## config.mk

```make
export PLATFORM = sky130hd
export DESIGN_NAME = torus_rank_hop_nearest_core_flat
export DESIGN_NICKNAME = d
export VERILOG_FILES = /design/src/hdl/trhn_pkg.sv /design/src/hdl/trhn_if.sv /design/src/hdl/trhn_front.sv /design/src/hdl/trhn_div.sv /design/src/hdl/trhn_back.sv /design/src/hdl/torus_rank_hop_nearest_core.sv /design/src/flat_wrapper.sv
export SDC_FILE = /design/constraint.sdc
export NUM_CORES = 2
export LEC_CHECK = 0
export BUFFER_PORTS_ARGS = -buffer_cell sky130_fd_sc_hd__buf_2
export CAP_MARGIN = 20
export CORE_ASPECT_RATIO = 0.5
export CORE_UTILIZATION = 45
export DETAILED_ROUTE_END_ITERATION = 10
export GPL_ROUTABILITY_DRIVEN = 0
export SLEW_MARGIN = 20
export SYNTH_ARGS = -nofsm -noshare
export SYNTH_HDL_FRONTEND = slang
export SYNTH_SLANG_ARGS = --single-unit
```

## constraint.sdc

```tcl
create_clock -name clk_i -period 10.1 [get_ports clk_i]
set_input_delay 1.01 -clock clk_i [delete_from_list [all_inputs] [get_ports clk_i]]
set_output_delay 1.01 -clock clk_i [all_outputs]
set_load 0.05 [all_outputs]
```

## src/hdl/trhn_pkg.sv

```systemverilog
// Shared types, constants and helper functions for the torus nearest-rank picker.
`timescale 1ns / 1ps
package trhn_pkg;

  localparam int RANK_BITS = 20;
  localparam int LIST_MAX  = 4096;
  localparam int AXIS_BITS = 8;

  localparam int IDX_W   = $clog2(LIST_MAX);
  localparam int SIZE_W  = AXIS_BITS + 1;
  localparam int TOT_W   = 4 * SIZE_W;
  localparam int CMP_W   = (TOT_W > RANK_BITS) ? TOT_W : RANK_BITS;
  localparam int CNT_W   = $clog2(RANK_BITS);
  localparam int CFG_W   = 9;
  localparam int IDXR_W  = 3;
  localparam int HOP_W   = 10;
  localparam int BIDX_W  = 12;
  localparam int AXIS_CAP = 1 << AXIS_BITS;

  typedef enum logic [IDXR_W-1:0] {
    REG_SIZE_T = 3'd0,
    REG_SIZE_X = 3'd1,
    REG_SIZE_Y = 3'd2,
    REG_SIZE_Z = 3'd3,
    REG_WRAP   = 3'd4
  } reg_idx_e;

  typedef enum logic [2:0] {
    ST_IDLE, ST_DIV_T, ST_DIV_X, ST_DIV_Y, ST_DIST, ST_UPD
  } back_state_e;

  typedef struct packed {
    logic [RANK_BITS-1:0] root;
    logic [RANK_BITS-1:0] cand;
    logic                 last;
  } item_t;

  typedef struct packed {
    logic  valid;
    item_t item;
  } queue_t;

  typedef struct packed {
    logic [SIZE_W-1:0] nt;
    logic [SIZE_W-1:0] nx;
    logic [SIZE_W-1:0] ny;
    logic [SIZE_W-1:0] nz;
    logic [2:0]        wrap;
    logic [TOT_W-1:0]  total;
  } cfg_t;

  // Zero reads as one, anything above the axis capacity saturates.
  function automatic logic [SIZE_W-1:0] eff_size(input logic [CFG_W-1:0] v);
    logic [SIZE_W-1:0] r;
    if (v == '0) r = SIZE_W'(1);
    else if (int'(v) > AXIS_CAP) r = SIZE_W'(AXIS_CAP);
    else r = SIZE_W'(v);
    return r;
  endfunction

  function automatic logic [AXIS_BITS-1:0] axis_dist(input logic [AXIS_BITS-1:0] a,
                                                     input logic [AXIS_BITS-1:0] b,
                                                     input logic [SIZE_W-1:0]    size,
                                                     input logic                 wrap);
    logic [SIZE_W-1:0] d;
    logic [SIZE_W-1:0] alt;
    d   = (a > b) ? SIZE_W'(a - b) : SIZE_W'(b - a);
    alt = size - d;
    if (wrap && (d < size) && (alt < d)) d = alt;
    return AXIS_BITS'(d);
  endfunction

endpackage

```

## src/hdl/trhn_if.sv

```systemverilog
// Valid/ready channel interfaces for the item and result streams.
`timescale 1ns / 1ps
interface trhn_in_if;
  logic                           valid;
  logic                           ready;
  logic [trhn_pkg::RANK_BITS-1:0] root_rank;
  logic [trhn_pkg::RANK_BITS-1:0] cand_rank;
  logic                           last;
  modport source (output valid, root_rank, cand_rank, last, input ready);
  modport sink   (input valid, root_rank, cand_rank, last, output ready);
endinterface

interface trhn_out_if;
  logic                        valid;
  logic                        ready;
  logic [trhn_pkg::HOP_W-1:0]  hop_count;
  logic [trhn_pkg::BIDX_W-1:0] best_index;
  logic [trhn_pkg::HOP_W-1:0]  best_hops;
  logic                        done_res;
  logic                        rank_error;
  modport source (output valid, hop_count, best_index, best_hops, done_res, rank_error,
                  input ready);
  modport sink   (input valid, hop_count, best_index, best_hops, done_res, rank_error,
                  output ready);
endinterface

```

## src/hdl/trhn_front.sv

```systemverilog
// Front end: configuration registers, machine size product and the item queue.
`timescale 1ns / 1ps
module trhn_front (
  input  logic                          clk_i,
  input  logic                          rst_ni,
  input  logic                          cfg_we_i,
  input  logic [trhn_pkg::IDXR_W-1:0]   cfg_idx_i,
  input  logic [trhn_pkg::CFG_W-1:0]    cfg_data_i,
  trhn_in_if.sink                       in_i,
  input  logic                          pop_i,
  output trhn_pkg::queue_t              q_o,
  output trhn_pkg::cfg_t                cfg_o
);
  import trhn_pkg::*;

  logic [CFG_W-1:0] st_q, sx_q, sy_q, sz_q;
  logic [2:0]       wrap_q;
  logic [SIZE_W-1:0] nt, nx, ny, nz;
  logic [2*SIZE_W-1:0] p1_q;
  logic [3*SIZE_W-1:0] p2_q;
  logic [TOT_W-1:0]    tot_q;

  item_t      mem_q [2];
  logic       wr_ptr_q, rd_ptr_q;
  logic [1:0] cnt_q;
  logic       push, pop;

  always_ff @(posedge clk_i or negedge rst_ni) begin
    if (!rst_ni) begin
      st_q   <= CFG_W'(1);
      sx_q   <= CFG_W'(1);
      sy_q   <= CFG_W'(1);
      sz_q   <= CFG_W'(1);
      wrap_q <= 3'd7;
    end else if (cfg_we_i) begin
      unique case (cfg_idx_i)
        REG_SIZE_T: st_q   <= cfg_data_i;
        REG_SIZE_X: sx_q   <= cfg_data_i;
        REG_SIZE_Y: sy_q   <= cfg_data_i;
        REG_SIZE_Z: sz_q   <= cfg_data_i;
        REG_WRAP:   wrap_q <= cfg_data_i[2:0];
        default: ;
      endcase
    end
  end

  assign nt = eff_size(st_q);
  assign nx = eff_size(sx_q);
  assign ny = eff_size(sy_q);
  assign nz = eff_size(sz_q);

  // Machine size settles through p1_q, p2_q and tot_q, long before any item needs it.
  always_ff @(posedge clk_i) begin
    p1_q  <= nt * nx;
    p2_q  <= p1_q * ny;
    tot_q <= p2_q * nz;
  end

  assign cfg_o = '{nt: nt, nx: nx, ny: ny, nz: nz, wrap: wrap_q, total: tot_q};

  assign in_i.ready = (cnt_q != 2'd2);
  assign push = in_i.valid && in_i.ready;
  assign pop  = pop_i && (cnt_q != 2'd0);

  always_ff @(posedge clk_i) begin
    if (push) mem_q[wr_ptr_q] <= '{root: in_i.root_rank, cand: in_i.cand_rank,
                                   last: in_i.last};
  end

  always_ff @(posedge clk_i or negedge rst_ni) begin
    if (!rst_ni) begin
      wr_ptr_q <= 1'b0;
      rd_ptr_q <= 1'b0;
      cnt_q    <= 2'd0;
    end else begin
      if (push) wr_ptr_q <= ~wr_ptr_q;
      if (pop)  rd_ptr_q <= ~rd_ptr_q;
      cnt_q <= cnt_q + 2'(push) - 2'(pop);
    end
  end

  assign q_o = '{valid: (cnt_q != 2'd0), item: mem_q[rd_ptr_q]};

endmodule

```

## src/hdl/trhn_div.sv

```systemverilog
// Restoring divider, one quotient bit per cycle.
`timescale 1ns / 1ps
module trhn_div (
  input  logic                            clk_i,
  input  logic                            rst_ni,
  input  logic                            start_i,
  input  logic [trhn_pkg::RANK_BITS-1:0]  dividend_i,
  input  logic [trhn_pkg::SIZE_W-1:0]     divisor_i,
  output logic                            done_o,
  output logic [trhn_pkg::RANK_BITS-1:0]  quot_o,
  output logic [trhn_pkg::SIZE_W-1:0]     rem_o
);
  import trhn_pkg::*;

  logic                 busy_q, done_q;
  logic [CNT_W-1:0]     cnt_q;
  logic [RANK_BITS-1:0] q_q;
  logic [SIZE_W-1:0]    r_q, dv_q;
  logic [SIZE_W:0]      trial;
  logic                 fits;

  assign trial = {r_q, q_q[RANK_BITS-1]};
  assign fits  = (trial >= {1'b0, dv_q});

  always_ff @(posedge clk_i or negedge rst_ni) begin
    if (!rst_ni) begin
      busy_q <= 1'b0;
      done_q <= 1'b0;
      cnt_q  <= '0;
    end else begin
      done_q <= 1'b0;
      if (start_i) begin
        busy_q <= 1'b1;
        cnt_q  <= '0;
      end else if (busy_q) begin
        cnt_q <= cnt_q + CNT_W'(1);
        if (cnt_q == CNT_W'(RANK_BITS - 1)) begin
          busy_q <= 1'b0;
          done_q <= 1'b1;
        end
      end
    end
  end

  always_ff @(posedge clk_i) begin
    if (start_i) begin
      q_q  <= dividend_i;
      r_q  <= '0;
      dv_q <= divisor_i;
    end else if (busy_q) begin
      q_q <= {q_q[RANK_BITS-2:0], fits};
      r_q <= fits ? SIZE_W'(trial - {1'b0, dv_q}) : SIZE_W'(trial);
    end
  end

  assign done_o = done_q;
  assign quot_o = q_q;
  assign rem_o  = r_q;

endmodule

```

## src/hdl/trhn_back.sv

```systemverilog
// Back end: rank decode sequencer, hop count, running minimum and result register.
`timescale 1ns / 1ps
module trhn_back (
  input  logic               clk_i,
  input  logic               rst_ni,
  input  trhn_pkg::cfg_t     cfg_i,
  input  trhn_pkg::queue_t   q_i,
  output logic               pop_o,
  trhn_out_if.source         out_o
);
  import trhn_pkg::*;

  back_state_e state_q, state_d;
  item_t       item_q;

  logic                 start, done_r, done_c, div_done, load;
  logic [RANK_BITS-1:0] dvd_r, dvd_c, quot_r, quot_c;
  logic [SIZE_W-1:0]    divisor, rem_r, rem_c;

  logic [AXIS_BITS-1:0] xr_q, yr_q, zr_q, xc_q, yc_q, zc_q;
  logic [HOP_W-1:0]     hops_q;
  logic                 err_q;

  logic [IDX_W-1:0]  pos_q;
  logic              first_q;
  logic [HOP_W-1:0]  best_hops_q;
  logic [IDX_W-1:0]  best_idx_q;
  logic              upd;

  logic              out_valid_q;
  logic [HOP_W-1:0]  o_hops_q, o_best_hops_q;
  logic [BIDX_W-1:0] o_best_idx_q;
  logic              o_done_q, o_err_q;

  trhn_div u_div_root (
    .clk_i, .rst_ni, .start_i(start), .dividend_i(dvd_r), .divisor_i(divisor),
    .done_o(done_r), .quot_o(quot_r), .rem_o(rem_r)
  );

  trhn_div u_div_cand (
    .clk_i, .rst_ni, .start_i(start), .dividend_i(dvd_c), .divisor_i(divisor),
    .done_o(done_c), .quot_o(quot_c), .rem_o(rem_c)
  );

  assign div_done = done_r & done_c;

  always_comb begin
    state_d = state_q;
    unique case (state_q)
      ST_IDLE:  if (q_i.valid) state_d = ST_DIV_T;
      ST_DIV_T: if (div_done) state_d = ST_DIV_X;
      ST_DIV_X: if (div_done) state_d = ST_DIV_Y;
      ST_DIV_Y: if (div_done) state_d = ST_DIST;
      ST_DIST:  state_d = ST_UPD;
      ST_UPD:   if (!out_valid_q || out_o.ready) state_d = ST_IDLE;
      default:  state_d = ST_IDLE;
    endcase
  end

  always_comb begin
    start   = 1'b0;
    pop_o   = 1'b0;
    load    = 1'b0;
    dvd_r   = quot_r;
    dvd_c   = quot_c;
    divisor = cfg_i.nx;
    unique case (state_q)
      ST_IDLE: begin
        dvd_r   = q_i.item.root;
        dvd_c   = q_i.item.cand;
        divisor = cfg_i.nt;
        if (q_i.valid) begin
          pop_o = 1'b1;
          start = 1'b1;
        end
      end
      ST_DIV_T: start = div_done;
      ST_DIV_X: begin
        divisor = cfg_i.ny;
        start   = div_done;
      end
      ST_UPD:  load = !out_valid_q || out_o.ready;
      default: ;
    endcase
  end

  always_ff @(posedge clk_i or negedge rst_ni) begin
    if (!rst_ni) state_q <= ST_IDLE;
    else         state_q <= state_d;
  end

  always_ff @(posedge clk_i) begin
    if (pop_o) item_q <= q_i.item;
    if (state_q == ST_DIV_X && div_done) begin
      xr_q <= AXIS_BITS'(rem_r);
      xc_q <= AXIS_BITS'(rem_c);
    end
    if (state_q == ST_DIV_Y && div_done) begin
      // A single plane along y leaves y and z at zero.
      if (cfg_i.ny == SIZE_W'(1)) begin
        yr_q <= '0; zr_q <= '0; yc_q <= '0; zc_q <= '0;
      end else begin
        yr_q <= AXIS_BITS'(rem_r);
        yc_q <= AXIS_BITS'(rem_c);
        zr_q <= AXIS_BITS'(quot_r);
        zc_q <= AXIS_BITS'(quot_c);
      end
    end
    if (state_q == ST_DIST) begin
      err_q  <= (CMP_W'(item_q.root) >= CMP_W'(cfg_i.total)) ||
                (CMP_W'(item_q.cand) >= CMP_W'(cfg_i.total));
      hops_q <= HOP_W'(axis_dist(xr_q, xc_q, cfg_i.nx, cfg_i.wrap[0])) +
                HOP_W'(axis_dist(yr_q, yc_q, cfg_i.ny, cfg_i.wrap[1])) +
                HOP_W'(axis_dist(zr_q, zc_q, cfg_i.nz, cfg_i.wrap[2]));
    end
  end

  assign upd = !err_q && (first_q || (hops_q < best_hops_q));

  always_ff @(posedge clk_i or negedge rst_ni) begin
    if (!rst_ni) begin
      pos_q       <= '0;
      first_q     <= 1'b1;
      best_hops_q <= '0;
      best_idx_q  <= '0;
      out_valid_q <= 1'b0;
    end else begin
      if (out_o.ready) out_valid_q <= 1'b0;
      if (load) begin
        out_valid_q <= 1'b1;
        if (item_q.last) begin
          pos_q       <= '0;
          first_q     <= 1'b1;
          best_hops_q <= '0;
          best_idx_q  <= '0;
        end else begin
          pos_q <= pos_q + IDX_W'(1);
          if (upd) begin
            first_q     <= 1'b0;
            best_hops_q <= hops_q;
            best_idx_q  <= pos_q;
          end
        end
      end
    end
  end

  always_ff @(posedge clk_i) begin
    if (load) begin
      o_hops_q      <= err_q ? '0 : hops_q;
      o_best_hops_q <= upd ? hops_q : best_hops_q;
      o_best_idx_q  <= BIDX_W'(upd ? pos_q : best_idx_q);
      o_done_q      <= item_q.last;
      o_err_q       <= err_q;
    end
  end

  assign out_o.valid      = out_valid_q;
  assign out_o.hop_count  = o_hops_q;
  assign out_o.best_index = o_best_idx_q;
  assign out_o.best_hops  = o_best_hops_q;
  assign out_o.done_res   = o_done_q;
  assign out_o.rank_error = o_err_q;

endmodule

```

## src/hdl/torus_rank_hop_nearest_core.sv

```systemverilog
// Top level of the torus nearest-rank picker.
//
// Items arrive on in_i (root rank, candidate rank, last flag), one per list
// position; every item yields one result on out_o with its hop count, the
// running best index and best hop count, done_res and rank_error.
// The user sets machine sizes and the wrap mask via cfg_we_i / cfg_idx_i /
// cfg_data_i only while no item is in flight; the block does not enforce it.
// An item popped from the queue reaches the result register in steps: three
// sequential divisions (by t, x, y size) run on a pair of shared restoring
// dividers, one for each rank, each followed by a hand-over of the quotient,
// then the hop count is registered and the running minimum is updated.
// The back end pops the next item only after the previous one has reached the
// result register.
// A two-entry queue in front keeps taking transfers while the back end works.
// A result waits in its register while the receiver stalls; the back end then
// holds its finished item and the queue fills and drops ready.
// Reset returns sizes to one, the wrap mask to all axes, and starts a new list.
`timescale 1ns / 1ps
module torus_rank_hop_nearest_core (
  input  logic                          clk_i,
  input  logic                          rst_ni,
  input  logic                          cfg_we_i,
  input  logic [trhn_pkg::IDXR_W-1:0]   cfg_idx_i,
  input  logic [trhn_pkg::CFG_W-1:0]    cfg_data_i,
  trhn_in_if.sink                       in_i,
  trhn_out_if.source                    out_o
);
  import trhn_pkg::*;

  queue_t q;
  cfg_t   cfg;
  logic   pop;

  trhn_front u_front (
    .clk_i, .rst_ni, .cfg_we_i, .cfg_idx_i, .cfg_data_i,
    .in_i, .pop_i(pop), .q_o(q), .cfg_o(cfg)
  );

  trhn_back u_back (
    .clk_i, .rst_ni, .cfg_i(cfg), .q_i(q), .pop_o(pop), .out_o
  );

endmodule

```

## src/flat_wrapper.sv

```systemverilog
// flat-port wrapper written by rule: the top's interface ports become plain ports
module torus_rank_hop_nearest_core_flat import trhn_pkg::*;
  (clk_i, rst_ni, cfg_we_i, cfg_idx_i, cfg_data_i, in_i_valid, in_i_root_rank, in_i_cand_rank, in_i_last, in_i_ready, out_o_valid, out_o_hop_count, out_o_best_index, out_o_best_hops, out_o_done_res, out_o_rank_error, out_o_ready);
  trhn_in_if in_i_i ();
  trhn_out_if out_o_i ();
  input  logic clk_i;
  input  logic rst_ni;
  input  logic cfg_we_i;
  input  logic [trhn_pkg::IDXR_W-1:0] cfg_idx_i;
  input  logic [trhn_pkg::CFG_W-1:0] cfg_data_i;
  input wire logic [$bits(in_i_i.valid)-1:0] in_i_valid;
  input wire logic [$bits(in_i_i.root_rank)-1:0] in_i_root_rank;
  input wire logic [$bits(in_i_i.cand_rank)-1:0] in_i_cand_rank;
  input wire logic [$bits(in_i_i.last)-1:0] in_i_last;
  output wire logic [$bits(in_i_i.ready)-1:0] in_i_ready;
  output wire logic [$bits(out_o_i.valid)-1:0] out_o_valid;
  output wire logic [$bits(out_o_i.hop_count)-1:0] out_o_hop_count;
  output wire logic [$bits(out_o_i.best_index)-1:0] out_o_best_index;
  output wire logic [$bits(out_o_i.best_hops)-1:0] out_o_best_hops;
  output wire logic [$bits(out_o_i.done_res)-1:0] out_o_done_res;
  output wire logic [$bits(out_o_i.rank_error)-1:0] out_o_rank_error;
  input wire logic [$bits(out_o_i.ready)-1:0] out_o_ready;
  assign in_i_i.valid = in_i_valid;
  assign in_i_i.root_rank = in_i_root_rank;
  assign in_i_i.cand_rank = in_i_cand_rank;
  assign in_i_i.last = in_i_last;
  assign in_i_ready = in_i_i.ready;
  assign out_o_valid = out_o_i.valid;
  assign out_o_hop_count = out_o_i.hop_count;
  assign out_o_best_index = out_o_i.best_index;
  assign out_o_best_hops = out_o_i.best_hops;
  assign out_o_done_res = out_o_i.done_res;
  assign out_o_rank_error = out_o_i.rank_error;
  assign out_o_i.ready = out_o_ready;
  torus_rank_hop_nearest_core u_core (.clk_i(clk_i), .rst_ni(rst_ni), .cfg_we_i(cfg_we_i), .cfg_idx_i(cfg_idx_i), .cfg_data_i(cfg_data_i), .in_i(in_i_i), .out_o(out_o_i));
endmodule
```

* After elaboration in Yosys (flattened, before gate mapping)
Memories as Yosys holds them, arrays and structs flattened. Cells that the tools add are included.
Cells by class: $add $sub $neg 18, multiply operators 3, $lt $le $gt $ge 18, eq/ne operators 19, multiplexer cells 63, bitwise operators 3, reductions and logical operators 37
Operators with widths (number):
- $mux W20 | 6
- $mux W9 | 13
- $ge A20 B36 Y1 | 2
- $lt A9 B9 Y1 | 6
- $sub A8 B8 Y9 | 6
- $mux W8 | 6
- $sub A9 B9 Y9 | 5
- $gt A9 B9 Y1 const B | 4
- $logic_not A9 Y1 | 4
- $mul A27 B9 Y36 | 1
- $mux W12 | 3
- $mul A18 B9 Y27 | 1
- $gt A8 B8 Y1 | 3
- $mux W1 | 21
- $ge A10 B9 Y1 | 2
- $mux W10 | 2
- $mux W5 | 4
- $mul A9 B9 Y18 | 1
- $pmux W3 S6 | 1
- $pmux W9 S2 | 1
- $reduce_and A2 Y1 | 8
- $mux W3 | 5
- $add A12 B1 Y12 const B | 1
- $eq A3 B2 Y1 const B | 4
- other kinds (22) | 51
Storage, ports and cells: register bits after elaboration 378, RAM bits 82, bits of input ports 58, output and inout bits 36, word-level logic and storage cells 206, memories kept 1
Memory list:
- u_core.u_front.mem_q | depth 2, width 41, rd ports 1, clocked after memory_dff 0, wr ports 1, line trhn_front.sv:23 | item_t mem_q [2];

* Logic depth before layout (Yosys ltp)
word-level depth 10, depth in mapped cells 40, depth with buffers taken out 39

* Modules after synthesis
A second synthesis with hierarchy kept.
Unflattened totals: cells, all modules 3917, area, all modules 39615.5 um^2
By module, submodules not included:
- trhn_front | instances 1, cells each 2257, area each 21888.5 um^2, sequential area each 5168.7 um^2
- trhn_back | instances 1, cells each 1298, area each 13157.6 um^2, sequential area each 5001.0 um^2
- trhn_div | instances 2, cells each 181, area each 2284.7 um^2, sequential area each 1226.2 um^2

* Worst setup path after synthesis
Ideal clock, no wire load.
path type flip-flop to flip-flop, start register u_core.u_back.xr_q[1], end register u_core.u_back.hops_q[8] (data pin), library setup time 0.262 ns, arrival time 7.635 ns, required time 9.838 ns, path slack 2.203 ns, stages on the path, launching flop included 37, buffers on the path 0, period minus slack after synthesis 7.897 ns, path through edfxtp_1 > inv_1 > ha_1 > nor2b_1 > o31ai_2 > a21oi_2 > a21oi_4 > mux2i_2 > o21ai_0 > a221oi_1 > xnor2_1 > ha_1 > nor2_1 > a2111oi_2 > a21o_1 > a21oi_1 > xor2_1 > inv_1 > ha_1 > a21o_1 > a2111oi_0 > o21ai_0 > a41oi_1 > inv_1 > a211oi_4 > nand2b_1 > xnor2_1 > fa_1 > inv_1 > ha_1 > a21o_1 > a21oi_1 > o21bai_1 > a21oi_1 > o21bai_1 > a21oi_1 > xor2_1
Between the ends: longest elaborated chain between the ends 9, elaborated cells on any way between the ends 13, classes of those cells add/sub (5); order compare (3); mux (3); reduce/logical (2)
Ends and longest elaborated chain:
- start, declared | line trhn_back.sv:20 | logic [AXIS_BITS-1:0] xr_q, yr_q, zr_q, xc_q, yc_q, zc_q;
- start signal, assigned | line trhn_back.sv:95 | xr_q <= AXIS_BITS'(rem_r);
- $sub A8 B8 Y9 / $gt A8 B8 Y1 (equally long branches) | line trhn_pkg.sv:67 | d = (a > b) ? SIZE_W'(a - b) : SIZE_W'(b - a);
- $mux W9 (*) | line trhn_pkg.sv:67
- $sub A9 B9 Y9 / $lt A9 B9 Y1 (equally long branches) | line trhn_pkg.sv:68, trhn_pkg.sv:69
- $lt A9 B9 Y1 / $logic_and A1 B1 Y1 (equally long branches) | line trhn_pkg.sv:69 | if (wrap && (d < size) && (alt < d)) d = alt;
- $logic_and A1 B1 Y1 | line trhn_pkg.sv:69
- $mux W8 (*) | line trhn_pkg.sv:69
- $mux W8 (*) | line trhn_back.sv:109 | if (state_q == ST_DIST) begin
- $add A8 B8 Y9 (*) | line trhn_back.sv:112 | hops_q <= HOP_W'(axis_dist(xr_q, xc_q, cfg_i.nx, cfg_i.wrap[0])) +
- $add A9 B8 Y10 (*) | line trhn_back.sv:113 | HOP_W'(axis_dist(yr_q, yc_q, cfg_i.ny, cfg_i.wrap[1])) +
- end signal, assigned | line trhn_back.sv:112
- end, declared | line trhn_back.sv:21 | logic [HOP_W-1:0] hops_q;
Every way passes the cells marked *; elsewhere a longest branch is shown, timed or not. The select of a mux whose other input is x is not followed. A chain may end at the register's enable or synchronous reset.

* Final worst setup path
Ends and elaborated chain as after synthesis.

==> results.sh <==
export IMPL_seq_area_frac_synth_pct=33.1
export IMPL_totalNegativeSetupSlack_ps=0
export IMPL_status="finished clean"
export IMPL_cts_hold_buffers=0
export IMPL_rows=74
export IMPL_drt_pass1_iter_count=5
export IMPL_clock_path_buffers=3
export IMPL_antenna_found_initial=1
export IMPL_worst_slack_ps=915
export IMPL_avgViaCountPerCell=5.20
export IMPL_crit_required_ps=10470
export IMPL_clkLatencyLatePin_ps=630
export IMPL_timing_rr_end="u_core.u_back.hops_q[8]"
export IMPL_portBuffers=93
export IMPL_syn_area_um2=37300
export IMPL_setup_viol=0
export IMPL_arrival_ps=9560
export IMPL_cp_top_family="compound AO/OA/AOI/OAI gates"
export IMPL_avgRoutedWirePerCell_um=18.2
export IMPL_synth_flop_cell="edfxtp_1"
export IMPL_layout_nets=4443
export IMPL_drive_above_1_share_pct=10.3
export IMPL_r2r_start="u_core.u_back.xr_q[1]"
export IMPL_start_util_pct=45.6
export IMPL_die_height_um=206
export IMPL_critPathMaxStageDelay_ps=640
export IMPL_cts_setup_buffers=0
export IMPL_dieWidth_um=409
export IMPL_cts_tree="built"
export IMPL_reg2reg_depth=36
export IMPL_dp_hpwl_um=66600
export IMPL_vdd_drop_max_mv=0.278
export IMPL_path_class="reg2reg"
export IMPL_die_area_um2=84100
export IMPL_grt_usage_pct=21.4
export IMPL_hp_class="in2async"
export IMPL_antenna_left=0
export IMPL_yosysUniqueCellTypes=84
export IMPL_clk_pin_slew_ps=70
export IMPL_drc=0
export IMPL_syn_num_nets=4419
export IMPL_clock_sinks=460
export IMPL_wl_um=88300
export IMPL_pin_count=94
export IMPL_reg2reg_slack_ps=920
export IMPL_cts_resized=0
export IMPL_relSlewSlack_pct=29.0
export IMPL_grt_max_degree=62
export IMPL_ys_ff_latch=460
export IMPL_timing_hold_violations_final=0
export IMPL_cts_made_buffers=45
export IMPL_drtIter0Drc=1531
export IMPL_h_tree_depth=2
export IMPL_drv_slew=0
export IMPL_fp_coreArea_um2=81800
export IMPL_vias=25200
export IMPL_syn_to_final_growth_pct=8.15
export IMPL_synth_async_reset_ratio_pct=20.9
export IMPL_cp_max_fo=15
export IMPL_pre_cts_ws_ps=1040
export IMPL_crit_path_top_delay_cell="a2111oi_2"
export IMPL_crit_buf_inv=4
export IMPL_fmax_ghz=0.109
export IMPL_fin_crit_sh_pct=90.9
export IMPL_grt_pass1_vias=25500
export IMPL_worstSetupEndpointType="register"
export IMPL_synth_edf_count=265
export IMPL_cts_root_buf="clkbuf_16"
export IMPL_startpoint_type="register"
export IMPL_hold_slack_ps=344
export IMPL_final_setup_skew_ps=24.9
export IMPL_syn_inst=3688
export IMPL_p_per_area_nw_per_um2=279
export IMPL_grt_overflow=0
export IMPL_synth_avg_cell_area_um2=10.1
export IMPL_p_leak_nw=19.2
export IMPL_ys_warn_count=0
export IMPL_worst_pin_slew_ps=1060
export IMPL_rsz0062_at_grt="false"
export IMPL_period_minus_slack_ps=9180
export IMPL_maxCapViolations=0
export IMPL_grt_pass1_wl_um=142000
[power breakdown]
part	switching (W)	internal, W	leakage [nW]	total (W)
combinational	0.00371	0.00262	14.0	0.00633
clock	0.000815	0.000896	0.697	0.00171
sequential	0.000516	0.00268	4.48	0.00320
[placed cells by master, fill, tap and decap left out, drive strengths merged, types with 5 or more instances in the layout]
master	instances
a2111oi	6
a211oi	22
a21o	62
a21oi	152
a221oi	7
a22o	9
a22oi	14
a31oi	5
and2	80
and3	13
buf	128
clkbuf	61
clkinv	18
dfrtp	88
dfstp	8
dfxtp	99
edfxtp	265
fa	358
ha	315
inv	630
maj3	5
mux2	149
mux2i	46
nand2	483
nand2b	42
nand3	23
nand3b	6
nand4	28
nor2	169
nor2b	91
nor3	23
nor4	9
o211ai	5
o21a	17
o21ai	88
o21bai	24
o31ai	6
xnor2	89
xor2	50
[cells by family (layout without fill, tap and decap cells)]
kind of cell | after synthesis | count (layout) | share of synthesized area [%]
compound gates | 450 | 450 | 7.80
simple gates | 988 | 988 | 12.2
xor+xnor | 140 | 140 | 3.34
mux | 195 | 195 | 5.80
buf+inv | 777 | 838 | 7.85
other cells | 0 | 1 | 0
fa+ha+maj | 678 | 678 | 29.9
flops | 460 | 460 | 33.1
[flip-flops by register name (all words and copies together) (netlist names), 12 cells and up]
register                         cells
u_core.u_front.tot_q                36
u_core.u_back.best_idx_q            12
u_core.u_front.p2_q                 27
u_core.u_front.p1_q                 18
u_core.u_back.out_o.best_index      12
u_core.u_back.u_div_root.quot_o     20
u_core.u_back.pos_q                 12
u_core.u_front.mem_q                82
u_core.u_back.item_q                41
u_core.u_back.u_div_cand.quot_o     20
[cell usage after synthesis (44+ instances only)]
master	count	area share, %
inv_1	624	6.3
nand2_1	483	4.9
fa_1	358	19
ha_1	315	11
edfxtp_1	265	21
nor2_1	169	1.7
a21oi_1	150	2.0
mux2_2	147	4.4
dfxtp_1	99	5.3
clkbuf_1	98	0.99
nor2b_1	91	1.5
dfrtp_1	88	5.9
xnor2_1	88	2.1
o21ai_0	83	1.1
and2_1	80	1.3
a21o_1	62	1.2
xor2_1	50	1.2
buf_1	47	0.47
mux2i_1	44	1.2
[layout make-up]
class	count	area [um2]
Clock buffer	61	1230
Clock inverter	23	201
Antenna cell	1	2.50
Inverter	626	2350
Tap cell	1102	1380
Sequential cell	460	12400
Multi-Input combinational cell	2451	22100
Fill cell	7594	41500
Timing Repair Buffer	128	731
[per-stage QoR]
stage,total power [W],area [um2],instances,utilization [%]
2_1_floorplan,0.00768,37300,3688,-
3_5_place_dp,0.00951,38900,4767,47.5
6_report,0.0112,40300,4852,49.3
5_1_grt,0.0123,40300,4851,49.3
3_3_place_gp,0.00940,38900,4767,47.5
4_1_cts,0.0113,40300,4851,49.3
[worst max path at each step]
stage,end,depth (start not counted),start,slack (ps)
floorplan,u_core.u_back.hops_q[8],36,u_core.u_back.xr_q[1],2200
global placement,u_core.u_back.hops_q[8],36,u_core.u_back.xr_q[1],1230
detailed placement,u_core.u_back.hops_q[8],36,u_core.u_back.xr_q[1],1040
CTS,u_core.u_back.hops_q[8],36,u_core.u_back.xr_q[1],990
global route,u_core.u_back.hops_q[8],36,u_core.u_back.xr_q[1],340
finish,u_core.u_back.hops_q[8],36,u_core.u_back.xr_q[1],920
[metal layers]
layer	vias up	routed length (um)	track usage (%)
met3	83	4090	3.05
met4	0	1160	3.57
met2	493	38800	33.3
li1	12000	-	-
met5	-	0	0
met1	12700	44300	32.1
[worst reg2reg max path, delay by kind of cell (launching register included)]
kind / cells / cell delay [ps]
buffers and inverters: 4 / 340
XOR/XNOR: 4 / 700
AND/OR/NAND/NOR: 3 / 390
flip-flops: 1 / 420
AO/OA/AOI/OAI: 19 / 4760
multiplexers: 1 / 470
adder cells (fa/ha/maj): 5 / 1880
(Power assumes the default switching activity.)
